File: src/design/assert_macros.svh
// Assertion macros used by the guidance FSM
`ifndef ASSERT_MACROS_SVH
`define ASSERT_MACROS_SVH

`ifndef ASSERT_OFF

// Implication property, disabled while reset is asserted
`define OAG_ASSERT_IMPL(lbl, clk, rst_n, ante, cons, msg) \
  lbl: assert property (@(posedge clk) disable iff (!rst_n) (ante) |-> (cons)) \
    else $error(msg);

// Condition that must never hold outside reset
`define OAG_ASSERT_NEVER(lbl, clk, rst_n, expr, msg) \
  lbl: assert property (@(posedge clk) disable iff (!rst_n) !(expr)) \
    else $error(msg);

`else

`define OAG_ASSERT_IMPL(lbl, clk, rst_n, ante, cons, msg)
`define OAG_ASSERT_NEVER(lbl, clk, rst_n, expr, msg)

`endif

`endif

File: src/design/oag_pkg.sv
// Types, codes and reset values for the obstacle avoidance guidance block
`timescale 1ns / 1ps

package oag_pkg;

  // Field widths
  localparam int BLOB_W = 20;
  localparam int POS_W  = 12;
  localparam int SAFE_W = 8;
  localparam int FWD_W  = 8;
  localparam int TURN_W = 12;
  localparam int MODE_W = 3;
  localparam int VEL_W  = 2;
  localparam int RATE_W = 2;

  // Configuration port geometry
  localparam int ADDR_W    = 5;
  localparam int DATA_W    = 32;
  localparam int REG_IDX_W = 3;

  // Mode codes
  localparam logic [MODE_W-1:0] MODE_FORWARD  = 3'd0;
  localparam logic [MODE_W-1:0] MODE_AVOID_R  = 3'd1;
  localparam logic [MODE_W-1:0] MODE_AVOID_L  = 3'd2;
  localparam logic [MODE_W-1:0] MODE_STOPTURN = 3'd3;
  localparam logic [MODE_W-1:0] MODE_FORCED   = 3'd4;
  localparam logic [MODE_W-1:0] MODE_SEARCH   = 3'd5;

  // Velocity codes
  localparam logic [VEL_W-1:0] VEL_NONE = 2'd0;
  localparam logic [VEL_W-1:0] VEL_FWD  = 2'd1;
  localparam logic [VEL_W-1:0] VEL_HOLD = 2'd2;
  localparam logic [VEL_W-1:0] VEL_REV  = 2'd3;

  // Heading rate codes
  localparam logic [RATE_W-1:0] RATE_NONE = 2'd0;
  localparam logic [RATE_W-1:0] RATE_POS  = 2'd1;
  localparam logic [RATE_W-1:0] RATE_NEG  = 2'd2;

  // Register indexes
  localparam logic [REG_IDX_W-1:0] REG_DANGER_THR = 3'd0;
  localparam logic [REG_IDX_W-1:0] REG_LEFT_EDGE  = 3'd1;
  localparam logic [REG_IDX_W-1:0] REG_RIGHT_EDGE = 3'd2;
  localparam logic [REG_IDX_W-1:0] REG_SAFE_CONF  = 3'd3;
  localparam logic [REG_IDX_W-1:0] REG_FWD_LIMIT  = 3'd4;
  localparam logic [REG_IDX_W-1:0] REG_TURN_LIMIT = 3'd5;

  // Register reset values
  localparam logic [BLOB_W-1:0] RST_DANGER_THR = 20'd12000;
  localparam logic [POS_W-1:0]  RST_LEFT_EDGE  = 12'd72;
  localparam logic [POS_W-1:0]  RST_RIGHT_EDGE = 12'd168;
  localparam logic [SAFE_W-1:0] RST_SAFE_CONF  = 8'd5;
  localparam logic [FWD_W-1:0]  RST_FWD_LIMIT  = 8'd40;
  localparam logic [TURN_W-1:0] RST_TURN_LIMIT = 12'd69;

  typedef struct packed {
    logic              req_type;
    logic              guided;
    logic              found;
    logic [BLOB_W-1:0] blob_count;
    logic [POS_W-1:0]  centroid_x;
    logic              coin;
  } item_t;

  typedef struct packed {
    logic [MODE_W-1:0] mode_now;
    logic [VEL_W-1:0]  vel_cmd;
    logic [RATE_W-1:0] rate_cmd;
    logic              lock_heading;
    logic              danger_seen;
  } result_t;

  typedef struct packed {
    logic [BLOB_W-1:0] hazard_thr;
    logic [POS_W-1:0]  left_edge;
    logic [POS_W-1:0]  right_edge;
    logic [SAFE_W-1:0] safe_confirm;
    logic [FWD_W-1:0]  forward_limit;
    logic [TURN_W-1:0] turn_limit;
  } cfg_t;

  typedef struct packed {
    logic [MODE_W-1:0] mode;
    logic [SAFE_W-1:0] safe_count;
    logic [FWD_W-1:0]  forward_count;
    logic [TURN_W-1:0] turn_count;
    logic              turn_left;
  } state_t;

endpackage

File: src/design/oag_chan_if.sv
// Valid/ready channel interfaces for detection items and guidance results
`timescale 1ns / 1ps

interface oag_in_if;
  logic                       valid;
  logic                       ready;
  logic                       req_type;
  logic                       guided;
  logic                       found;
  logic [oag_pkg::BLOB_W-1:0] blob_count;
  logic [oag_pkg::POS_W-1:0]  centroid_x;
  logic                       coin;

  modport source (
    output valid, req_type, guided, found, blob_count, centroid_x, coin,
    input  ready
  );
  modport sink (
    input  valid, req_type, guided, found, blob_count, centroid_x, coin,
    output ready
  );
endinterface

interface oag_out_if;
  logic                       valid;
  logic                       ready;
  logic [oag_pkg::MODE_W-1:0] mode_now;
  logic [oag_pkg::VEL_W-1:0]  vel_cmd;
  logic [oag_pkg::RATE_W-1:0] rate_cmd;
  logic                       lock_heading;
  logic                       danger_seen;

  modport source (
    output valid, mode_now, vel_cmd, rate_cmd, lock_heading, danger_seen,
    input  ready
  );
  modport sink (
    input  valid, mode_now, vel_cmd, rate_cmd, lock_heading, danger_seen,
    output ready
  );
endinterface

File: src/design/obstacle_avoid_guidance_fsm.sv
// An accepted item is held in the input register; its result is then loaded into the result register.
// Throughput: one item per cycle, set by the combinational tick logic between
// the input register and the result register; stalls only on output back-pressure.
// Reset (rst_n low, synchronous) clears the mode to search, all counters, the
// turn direction, both valid flags, and returns the registers to their defaults.
`timescale 1ns / 1ps
`include "assert_macros.svh"

module obstacle_avoid_guidance_fsm (
  input  logic                       clk,
  input  logic                       rst_n,
  oag_in_if.sink                     in_chan,
  oag_out_if.source                  out_chan,
  input  logic                       cfg_psel,
  input  logic                       cfg_penable,
  input  logic                       cfg_pwrite,
  input  logic [oag_pkg::ADDR_W-1:0] cfg_paddr,
  input  logic [oag_pkg::DATA_W-1:0] cfg_pwdata,
  output logic [oag_pkg::DATA_W-1:0] cfg_prdata,
  output logic                       cfg_pready
);

  oag_pkg::cfg_t    cfg;
  oag_pkg::item_t   item_r;
  logic             in_valid_r;
  oag_pkg::state_t  st_r;
  oag_pkg::state_t  st_nxt;
  oag_pkg::result_t res_nxt;
  oag_pkg::result_t res_r;
  logic             out_valid_r;
  logic             advance;
  logic             in_ready;

  oag_cfg_regs u_cfg (
    .clk     (clk),
    .rst_n   (rst_n),
    .psel    (cfg_psel),
    .penable (cfg_penable),
    .pwrite  (cfg_pwrite),
    .paddr   (cfg_paddr),
    .pwdata  (cfg_pwdata),
    .prdata  (cfg_prdata),
    .pready  (cfg_pready),
    .cfg     (cfg)
  );

  oag_step u_step (
    .cfg    (cfg),
    .st     (st_r),
    .item   (item_r),
    .st_nxt (st_nxt),
    .res    (res_nxt)
  );

  // Flow control: the held item moves on when the result slot is free
  assign advance        = in_valid_r && (!out_valid_r || out_chan.ready);
  assign in_ready       = !in_valid_r || advance;
  assign in_chan.ready  = in_ready;

  // Input register
  always_ff @(posedge clk) begin
    if (!rst_n) begin
      in_valid_r <= 1'b0;
    end else if (in_ready) begin
      in_valid_r <= in_chan.valid;
    end
  end

  always_ff @(posedge clk) begin
    if (in_ready && in_chan.valid) begin
      item_r.req_type   <= in_chan.req_type;
      item_r.guided     <= in_chan.guided;
      item_r.found      <= in_chan.found;
      item_r.blob_count <= in_chan.blob_count;
      item_r.centroid_x <= in_chan.centroid_x;
      item_r.coin       <= in_chan.coin;
    end
  end

  // Guidance state, updated once per processed item
  always_ff @(posedge clk) begin
    if (!rst_n) begin
      st_r.mode          <= oag_pkg::MODE_SEARCH;
      st_r.safe_count    <= '0;
      st_r.forward_count <= '0;
      st_r.turn_count    <= '0;
      st_r.turn_left     <= 1'b0;
    end else if (advance) begin
      st_r <= st_nxt;
    end
  end

  // Result register
  always_ff @(posedge clk) begin
    if (!rst_n) begin
      out_valid_r <= 1'b0;
    end else if (advance) begin
      out_valid_r <= 1'b1;
    end else if (out_chan.ready) begin
      out_valid_r <= 1'b0;
    end
  end

  always_ff @(posedge clk) begin
    if (advance) begin
      res_r <= res_nxt;
    end
  end

  assign out_chan.valid        = out_valid_r;
  assign out_chan.mode_now     = res_r.mode_now;
  assign out_chan.vel_cmd      = res_r.vel_cmd;
  assign out_chan.rate_cmd     = res_r.rate_cmd;
  assign out_chan.lock_heading = res_r.lock_heading;
  assign out_chan.danger_seen  = res_r.danger_seen;

  // Checks
  `OAG_ASSERT_IMPL(a_stall_only_on_backpressure, clk, rst_n, !in_ready, out_valid_r && in_valid_r && !out_chan.ready, "input stalled without output back-pressure")
  `OAG_ASSERT_IMPL(a_lock_modes, clk, rst_n, out_valid_r && res_r.lock_heading, res_r.mode_now == oag_pkg::MODE_FORWARD || res_r.mode_now == oag_pkg::MODE_SEARCH, "heading lock outside forward or search")
  `OAG_ASSERT_IMPL(a_reverse_to_search, clk, rst_n, out_valid_r && res_r.vel_cmd == oag_pkg::VEL_REV, res_r.mode_now == oag_pkg::MODE_SEARCH && !res_r.danger_seen, "reverse without return to search")
  `OAG_ASSERT_IMPL(a_state_tracks_result, clk, rst_n, advance, ##1 (res_r.mode_now == st_r.mode), "result mode differs from stored mode")

endmodule

File: src/design/oag_cfg_regs.sv
// APB-style configuration registers for the guidance block
`timescale 1ns / 1ps

module oag_cfg_regs (
  input  logic                       clk,
  input  logic                       rst_n,
  input  logic                       psel,
  input  logic                       penable,
  input  logic                       pwrite,
  input  logic [oag_pkg::ADDR_W-1:0] paddr,
  input  logic [oag_pkg::DATA_W-1:0] pwdata,
  output logic [oag_pkg::DATA_W-1:0] prdata,
  output logic                       pready,
  output oag_pkg::cfg_t              cfg
);

  oag_pkg::cfg_t                 cfg_r;
  logic [oag_pkg::REG_IDX_W-1:0] reg_idx;
  logic                          wr_en;

  assign pready  = 1'b1;
  assign reg_idx = paddr[oag_pkg::REG_IDX_W+1:2];
  assign wr_en   = psel & penable & pwrite;
  assign cfg     = cfg_r;

  // Register writes on the access phase
  always_ff @(posedge clk) begin
    if (!rst_n) begin
      cfg_r.hazard_thr    <= oag_pkg::RST_DANGER_THR;
      cfg_r.left_edge     <= oag_pkg::RST_LEFT_EDGE;
      cfg_r.right_edge    <= oag_pkg::RST_RIGHT_EDGE;
      cfg_r.safe_confirm  <= oag_pkg::RST_SAFE_CONF;
      cfg_r.forward_limit <= oag_pkg::RST_FWD_LIMIT;
      cfg_r.turn_limit    <= oag_pkg::RST_TURN_LIMIT;
    end else if (wr_en) begin
      unique case (reg_idx)
        oag_pkg::REG_DANGER_THR: cfg_r.hazard_thr    <= pwdata[oag_pkg::BLOB_W-1:0];
        oag_pkg::REG_LEFT_EDGE:  cfg_r.left_edge     <= pwdata[oag_pkg::POS_W-1:0];
        oag_pkg::REG_RIGHT_EDGE: cfg_r.right_edge    <= pwdata[oag_pkg::POS_W-1:0];
        oag_pkg::REG_SAFE_CONF:  cfg_r.safe_confirm  <= pwdata[oag_pkg::SAFE_W-1:0];
        oag_pkg::REG_FWD_LIMIT:  cfg_r.forward_limit <= pwdata[oag_pkg::FWD_W-1:0];
        oag_pkg::REG_TURN_LIMIT: cfg_r.turn_limit    <= pwdata[oag_pkg::TURN_W-1:0];
        default: ;
      endcase
    end
  end

  // Read-back mux, zero-extended
  always_comb begin
    unique case (reg_idx)
      oag_pkg::REG_DANGER_THR: prdata = oag_pkg::DATA_W'(cfg_r.hazard_thr);
      oag_pkg::REG_LEFT_EDGE:  prdata = oag_pkg::DATA_W'(cfg_r.left_edge);
      oag_pkg::REG_RIGHT_EDGE: prdata = oag_pkg::DATA_W'(cfg_r.right_edge);
      oag_pkg::REG_SAFE_CONF:  prdata = oag_pkg::DATA_W'(cfg_r.safe_confirm);
      oag_pkg::REG_FWD_LIMIT:  prdata = oag_pkg::DATA_W'(cfg_r.forward_limit);
      oag_pkg::REG_TURN_LIMIT: prdata = oag_pkg::DATA_W'(cfg_r.turn_limit);
      default:                 prdata = '0;
    endcase
  end

endmodule

File: src/design/oag_step.sv
// Next-state and command logic for one guidance tick
`timescale 1ns / 1ps

module oag_step (
  input  oag_pkg::cfg_t    cfg,
  input  oag_pkg::state_t  st,
  input  oag_pkg::item_t   item,
  output oag_pkg::state_t  st_nxt,
  output oag_pkg::result_t res
);

  logic                        danger;
  logic [oag_pkg::SAFE_W-1:0]  safe_inc;
  logic [oag_pkg::FWD_W-1:0]   fwd_inc;
  logic [oag_pkg::TURN_W-1:0]  turn_inc;
  logic [oag_pkg::RATE_W-1:0]  turn_rate;

  // Saturating increments and shared terms
  assign danger    = item.found && (item.blob_count > cfg.hazard_thr);
  assign safe_inc  = (&st.safe_count) ? st.safe_count : st.safe_count + 8'd1;
  assign fwd_inc   = (&st.forward_count) ? st.forward_count : st.forward_count + 8'd1;
  assign turn_inc  = (&st.turn_count) ? st.turn_count : st.turn_count + 12'd1;
  assign turn_rate = st.turn_left ? oag_pkg::RATE_NEG : oag_pkg::RATE_POS;

  always_comb begin
    st_nxt           = st;
    res.mode_now     = st.mode;
    res.vel_cmd      = oag_pkg::VEL_NONE;
    res.rate_cmd     = oag_pkg::RATE_NONE;
    res.lock_heading = 1'b0;
    res.danger_seen  = 1'b0;

    priority if (item.req_type) begin
      // Retreat: back off and restart the search
      res.vel_cmd          = oag_pkg::VEL_REV;
      st_nxt.mode          = oag_pkg::MODE_SEARCH;
      st_nxt.safe_count    = '0;
      st_nxt.forward_count = '0;
      st_nxt.turn_count    = '0;
    end else if (!item.guided) begin
      st_nxt.mode          = oag_pkg::MODE_SEARCH;
      st_nxt.safe_count    = '0;
      st_nxt.forward_count = '0;
      st_nxt.turn_count    = '0;
    end else begin
      res.danger_seen   = danger;
      st_nxt.safe_count = danger ? '0 : safe_inc;

      unique case (st.mode)
        oag_pkg::MODE_SEARCH: begin
          st_nxt.forward_count = '0;
          st_nxt.turn_count    = '0;
          res.rate_cmd         = oag_pkg::RATE_POS;
          if (st_nxt.safe_count >= cfg.safe_confirm) begin
            res.lock_heading  = 1'b1;
            st_nxt.mode       = oag_pkg::MODE_FORWARD;
            st_nxt.safe_count = '0;
          end
        end
        oag_pkg::MODE_FORWARD: begin
          if (danger) begin
            st_nxt.forward_count = '0;
            // Pick the avoidance side from the centroid column
            priority if (item.centroid_x < cfg.left_edge) begin
              st_nxt.turn_left = 1'b0;
              st_nxt.mode      = oag_pkg::MODE_AVOID_R;
            end else if (item.centroid_x > cfg.right_edge) begin
              st_nxt.turn_left = 1'b1;
              st_nxt.mode      = oag_pkg::MODE_AVOID_L;
            end else begin
              st_nxt.turn_left = item.coin;
              st_nxt.mode      = oag_pkg::MODE_STOPTURN;
            end
          end else begin
            res.vel_cmd = oag_pkg::VEL_FWD;
            if (fwd_inc >= cfg.forward_limit) begin
              st_nxt.forward_count = '0;
              st_nxt.turn_count    = '0;
              st_nxt.turn_left     = 1'b0;
              st_nxt.mode          = oag_pkg::MODE_FORCED;
            end else begin
              st_nxt.forward_count = fwd_inc;
            end
          end
        end
        oag_pkg::MODE_AVOID_R, oag_pkg::MODE_AVOID_L, oag_pkg::MODE_STOPTURN: begin
          st_nxt.forward_count = '0;
          res.vel_cmd          = oag_pkg::VEL_HOLD;
          res.rate_cmd         = turn_rate;
          if (st_nxt.safe_count >= cfg.safe_confirm) begin
            res.lock_heading  = 1'b1;
            st_nxt.mode       = oag_pkg::MODE_FORWARD;
            st_nxt.safe_count = '0;
          end
        end
        oag_pkg::MODE_FORCED: begin
          res.vel_cmd  = oag_pkg::VEL_HOLD;
          res.rate_cmd = turn_rate;
          if (turn_inc >= cfg.turn_limit) begin
            res.lock_heading  = 1'b1;
            st_nxt.turn_count = '0;
            st_nxt.safe_count = '0;
            st_nxt.mode       = oag_pkg::MODE_SEARCH;
          end else begin
            st_nxt.turn_count = turn_inc;
          end
        end
        default: begin
          // Unused mode codes fall back to search
          st_nxt.mode = oag_pkg::MODE_SEARCH;
        end
      endcase
    end

    res.mode_now = st_nxt.mode;
  end

endmodule
File: src/flat_wrapper.sv
// flat-port wrapper written by rule: the top's interface ports become plain ports
module obstacle_avoid_guidance_fsm_flat 
  (clk, rst_n, cfg_psel, cfg_penable, cfg_pwrite, cfg_paddr, cfg_pwdata, cfg_prdata, cfg_pready, in_chan_valid, in_chan_req_type, in_chan_guided, in_chan_found, in_chan_blob_count, in_chan_centroid_x, in_chan_coin, in_chan_ready, out_chan_valid, out_chan_mode_now, out_chan_vel_cmd, out_chan_rate_cmd, out_chan_lock_heading, out_chan_danger_seen, out_chan_ready);
  oag_in_if in_chan_i ();
  oag_out_if out_chan_i ();
  input  logic clk;
  input  logic rst_n;
  input  logic cfg_psel;
  input  logic cfg_penable;
  input  logic cfg_pwrite;
  input  logic [oag_pkg::ADDR_W-1:0] cfg_paddr;
  input  logic [oag_pkg::DATA_W-1:0] cfg_pwdata;
  output logic [oag_pkg::DATA_W-1:0] cfg_prdata;
  output logic cfg_pready;
  input wire logic [$bits(in_chan_i.valid)-1:0] in_chan_valid;
  input wire logic [$bits(in_chan_i.req_type)-1:0] in_chan_req_type;
  input wire logic [$bits(in_chan_i.guided)-1:0] in_chan_guided;
  input wire logic [$bits(in_chan_i.found)-1:0] in_chan_found;
  input wire logic [$bits(in_chan_i.blob_count)-1:0] in_chan_blob_count;
  input wire logic [$bits(in_chan_i.centroid_x)-1:0] in_chan_centroid_x;
  input wire logic [$bits(in_chan_i.coin)-1:0] in_chan_coin;
  output wire logic [$bits(in_chan_i.ready)-1:0] in_chan_ready;
  output wire logic [$bits(out_chan_i.valid)-1:0] out_chan_valid;
  output wire logic [$bits(out_chan_i.mode_now)-1:0] out_chan_mode_now;
  output wire logic [$bits(out_chan_i.vel_cmd)-1:0] out_chan_vel_cmd;
  output wire logic [$bits(out_chan_i.rate_cmd)-1:0] out_chan_rate_cmd;
  output wire logic [$bits(out_chan_i.lock_heading)-1:0] out_chan_lock_heading;
  output wire logic [$bits(out_chan_i.danger_seen)-1:0] out_chan_danger_seen;
  input wire logic [$bits(out_chan_i.ready)-1:0] out_chan_ready;
  assign in_chan_i.valid = in_chan_valid;
  assign in_chan_i.req_type = in_chan_req_type;
  assign in_chan_i.guided = in_chan_guided;
  assign in_chan_i.found = in_chan_found;
  assign in_chan_i.blob_count = in_chan_blob_count;
  assign in_chan_i.centroid_x = in_chan_centroid_x;
  assign in_chan_i.coin = in_chan_coin;
  assign in_chan_ready = in_chan_i.ready;
  assign out_chan_valid = out_chan_i.valid;
  assign out_chan_mode_now = out_chan_i.mode_now;
  assign out_chan_vel_cmd = out_chan_i.vel_cmd;
  assign out_chan_rate_cmd = out_chan_i.rate_cmd;
  assign out_chan_lock_heading = out_chan_i.lock_heading;
  assign out_chan_danger_seen = out_chan_i.danger_seen;
  assign out_chan_i.ready = out_chan_ready;
  obstacle_avoid_guidance_fsm u_core (.clk(clk), .rst_n(rst_n), .in_chan(in_chan_i), .out_chan(out_chan_i), .cfg_psel(cfg_psel), .cfg_penable(cfg_penable), .cfg_pwrite(cfg_pwrite), .cfg_paddr(cfg_paddr), .cfg_pwdata(cfg_pwdata), .cfg_prdata(cfg_prdata), .cfg_pready(cfg_pready));
endmodule
File: config.mk
export PLATFORM = sky130hd
export DESIGN_NAME = obstacle_avoid_guidance_fsm_flat
export DESIGN_NICKNAME = d
export VERILOG_FILES = /design/src/design/oag_pkg.sv /design/src/design/oag_chan_if.sv /design/src/design/obstacle_avoid_guidance_fsm.sv /design/src/design/oag_cfg_regs.sv /design/src/design/oag_step.sv /design/src/flat_wrapper.sv
export VERILOG_INCLUDE_DIRS = /design/src /design/src/design
export SDC_FILE = /design/constraint.sdc
export NUM_CORES = 1
export LEC_CHECK = 0
export BUFFER_PORTS_ARGS = -buffer_cell sky130_fd_sc_hd__buf_2
export CORE_UTILIZATION = 35
export CTS_CLUSTER_DIAMETER = 50
export CTS_CLUSTER_SIZE = 8
export DETAILED_ROUTE_END_ITERATION = 16
export GPL_TIMING_DRIVEN = 0
export PLACE_DENSITY = 0.64
export SETUP_SLACK_MARGIN = 0.5
export SLEW_MARGIN = 20
export SYNTH_ARGS = -nofsm -noshare
export SYNTH_HDL_FRONTEND = slang
export SYNTH_SLANG_ARGS = --single-unit
File: constraint.sdc
create_clock -name clk -period 9.21 [get_ports clk]
set_clock_uncertainty 0.1 [all_clocks]
set_input_delay 1.842 -clock clk [delete_from_list [all_inputs] [get_ports clk]]
set_output_delay 1.842 -clock clk [all_outputs]
set_load 0.02 [all_outputs]
==> flow_metrics.env <==
export IMPL_io_buffer_count=94
export IMPL_routed_wirelength_um=24080
export IMPL_cp_data_required_time_ps=7270
export IMPL_drt_iter0_markers=555
export IMPL_cts_path_max_buffers=2
export IMPL_holdCritPathClass="reg -> reg"
export IMPL_worstSetupEndpointType="output pin"
export IMPL_p_per_area_nw_per_um2=154.3
export IMPL_cts_tree="done"
export IMPL_synth_top_cell_area_share_pct=24.94
export IMPL_max_freq_ghz=0.1749
export IMPL_io_pins=124
export IMPL_critPathTopFamily="buffers and inverters"
export IMPL_hold_end="u_core.u_cfg.cfg[49]$_SDFFE_PN0P_"
export IMPL_r2r_setup_slack_ps=3640
export IMPL_worst_path_buf_inv=3
export IMPL_insertion_delay_ps=430
export IMPL_gp_congestion=0.9408
export IMPL_timing_final_ws_setup_ps=3494
export IMPL_cts_sinks=151
export IMPL_syn_area_per_cell_um2=8.639
export IMPL_fin_crit_sh_pct=62.06
export IMPL_hpwl_um=18410
export IMPL_ir_drop_mv=0.1060
export IMPL_core_area_um2=23680
export IMPL_syn_instance_count=985
export IMPL_yosys_warnings=0
export IMPL_n_antenna_cell=0
export IMPL_dp_cells=1410
export IMPL_p_leak_nw=4.010
export IMPL_firstDrtPassIters=5
export IMPL_synth_edf_count=45
export IMPL_max_cap_violations=0
export IMPL_setup_viol=0
export IMPL_cts_resized=0
export IMPL_place_ws_ps=3544
export IMPL_r2r_cells=17
export IMPL_die_w_um=157.9
export IMPL_arrival_ps=3770
export IMPL_grt_pass1_vias=6982
export IMPL_antenna_found_initial=0
export IMPL_start_kind="primary input"
export IMPL_ys_seq_area_share_pct=40.82
export IMPL_hold_path_depth=2
export IMPL_cts_hold_buffers_added=0
export IMPL_slowest_delay_ps=510
export IMPL_ant_nets=0
export IMPL_instances_no_fill=1442
export IMPL_syn_cell_area_um2=8509
export IMPL_drive_above_1_share_pct=13.89
export IMPL_die_h_um=157.9
export IMPL_cts_buffers=17
export IMPL_path_cells="clkbuf_1 -> buf_1 -> nor2b_1 -> a22oi_1 -> o22ai_1 -> buf_2"
export IMPL_r2r_start="u_core.u_cfg.cfg[62]$_SDFFE_PN1P_"
export IMPL_grt_pass1_wl_um=37700
export IMPL_grt_max_degree=32
export IMPL_drv_slew=0
export IMPL_reg2reg_to="u_core.st_r[21]$_SDFFE_PN0P_"
export IMPL_async_flop_share_pct=0
export IMPL_rsz0062_at_grt="false"
export IMPL_hold_path_startpoint="u_core.u_cfg.cfg[49]$_SDFFE_PN0P_"
export IMPL_yosys_top_cells_area="dfxtp_1 (25%), edfxtp_1 (16%), ha_1 (11%)"
export IMPL_rows=56
export IMPL_synthFlopType="dfxtp_1"
export IMPL_path_clk_slew_ps=60
export IMPL_status="complete, no violations"
export IMPL_grt_total_usage_pct=20.03
export IMPL_crit_path_max_fanout=10
export IMPL_cts_max_level=4
export IMPL_layout_nets=1264
export IMPL_viasPerCell=5.248
export IMPL_yosysUniqueCellTypes=66
export IMPL_relSlewSlack_pct=40.49
export IMPL_slowest_stage="buf_1"
export IMPL_die_area_um2=24940
export IMPL_path_class="in -> out"
export IMPL_overflow=0
export IMPL_yosys_area_top_type="dfxtp_1"
export IMPL_drc_errors=0
export IMPL_fin_util_pct=42.42
export IMPL_setup_tns_final_ps=0
export IMPL_synthToLayoutAreaGrowth_pct=18.06
export IMPL_finalHoldViolations=0
export IMPL_finalCriticalPeriod_ps=5716
export IMPL_wl_per_cell_um=16.70
export IMPL_post_cts_setup_buffer_count=0
export IMPL_num_vias=7567
export IMPL_clockRootBuffer="clkbuf_16"
export IMPL_synth_seq_cells=151
export IMPL_worstMarginPinSlew_ps=889.4
export IMPL_start_util_pct=35.93
placed cells by master (no fill, tap or decap), types with 28 or more instances in the layout:
master	n
a21oi_1	91
buf_2	97
clkbuf_1	40
dfxtp_1	106
edfxtp_1	45
ha_1	74
inv_1	84
nand2_1	161
nand3_1	28
nor2_1	47
o21ai_0	39
cell usage after synthesis (4+ instances only):
cell         n
nor2b_1      9
o211ai_1    20
a2111oi_0    5
inv_1       84
o21a_1      10
nor3_1      11
and2_1      12
edfxtp_1    45
and3_1      17
xor2_1       5
a22o_1       6
nor2_1      47
dfxtp_1    106
a21boi_0     4
xnor2_1      8
buf_4       13
nand4_1     12
nand3_1     28
a2111o_1     7
a31oi_1      6
mux2i_1     16
and4_1       6
clkbuf_1    40
ha_1        74
a21oi_1     91
nand2b_1    10
o22ai_1      6
o21ai_0     39
a21o_1      12
o41ai_1      4
a22oi_1      9
nor4_1       5
nand2_1    161
cells by family after synthesis:
group	share of synthesized area, %
AO/OA/AOI/OAI	18.92
buffers and inverters	7.102
other	0.08826
adder cells (fa/ha/maj)	10.88
flip-flops	40.82
XOR/XNOR	1.338
AND/OR/NAND/NOR	18.31
multiplexers	2.544
layout make-up:
class / instances / area (um2)
buffer: 60 / 285.3
clock buffer: 20 / 489.2
clock inverter: 12 / 115.1
fill: 2424 / 13640
inverter: 85 / 319.1
multi-input combinational: 700 / 4474
sequential: 151 / 3473
tap: 319 / 399.1
timing repair buffer: 95 / 490.5
power by group:
part,total (mW),internal (mW),switching (mW)
clock network,0.712,0.414,0.298
logic,0.131,0.0453,0.0856
registers,0.707,0.700,0.00771
metrics by stage:
step	area, um2	hold WS, ps	total power [mW]
floorplan	8551	331.9	0.7956
global placement	9420	340.0	0.8489
detailed placement	9442	346.3	0.8515
CTS	10050	355.0	1.557
global route	10050	368.2	1.600
finish	10050	355.0	1.550
per-layer routing:
metal / vias up / routed length, um / track usage (%)
met5: - / 0 / 0
met1: 3498 / 11070 / 26.54
met4: 0 / 646 / 7.258
met2: 287 / 10740 / 31.57
li1: 3738 / - / -
met3: 44 / 1619 / 4.708
worst max path at each step:
stage                                      start                           end  slack (ps)  cells after the start
4_1_cts                             cfg_paddr[2]                 cfg_prdata[2]        3530                      6
3_3_place_gp                        cfg_paddr[2]                 cfg_prdata[2]        3560                      6
3_5_place_dp                        cfg_paddr[2]                 cfg_prdata[2]        3540                      6
5_1_grt        u_core.u_cfg.cfg[62]$_SDFFE_PN1P_  u_core.st_r[21]$_SDFFE_PN0P_        3330                     17
6_report                            cfg_paddr[2]                 cfg_prdata[2]        3490                      6
2_1_floorplan                       cfg_paddr[2]                 cfg_prdata[2]        4080                      5
sequential cells by signal (all words and copies together) (netlist names):
signal / flops
u_core.out_chan.mode_now: 3
u_core.st_r: 32
u_core.out_chan.lock_heading: 1
u_core.out_chan.valid: 1
u_core.out_chan.rate_cmd: 2
u_core.in_valid_r: 1
u_core.out_chan.danger_seen: 1
u_core.item_r: 36
u_core.u_cfg.cfg: 72
u_core.out_chan.vel_cmd: 2
worst min-delay path, delay by kind of cell, from the launching register on:
family             cells  cell delay [ps]
DFF                    1              310
and+or+nand+nor        1               50
AOI/OAI and AO/OA      1               50
Power figures use the tool's default switching activity.
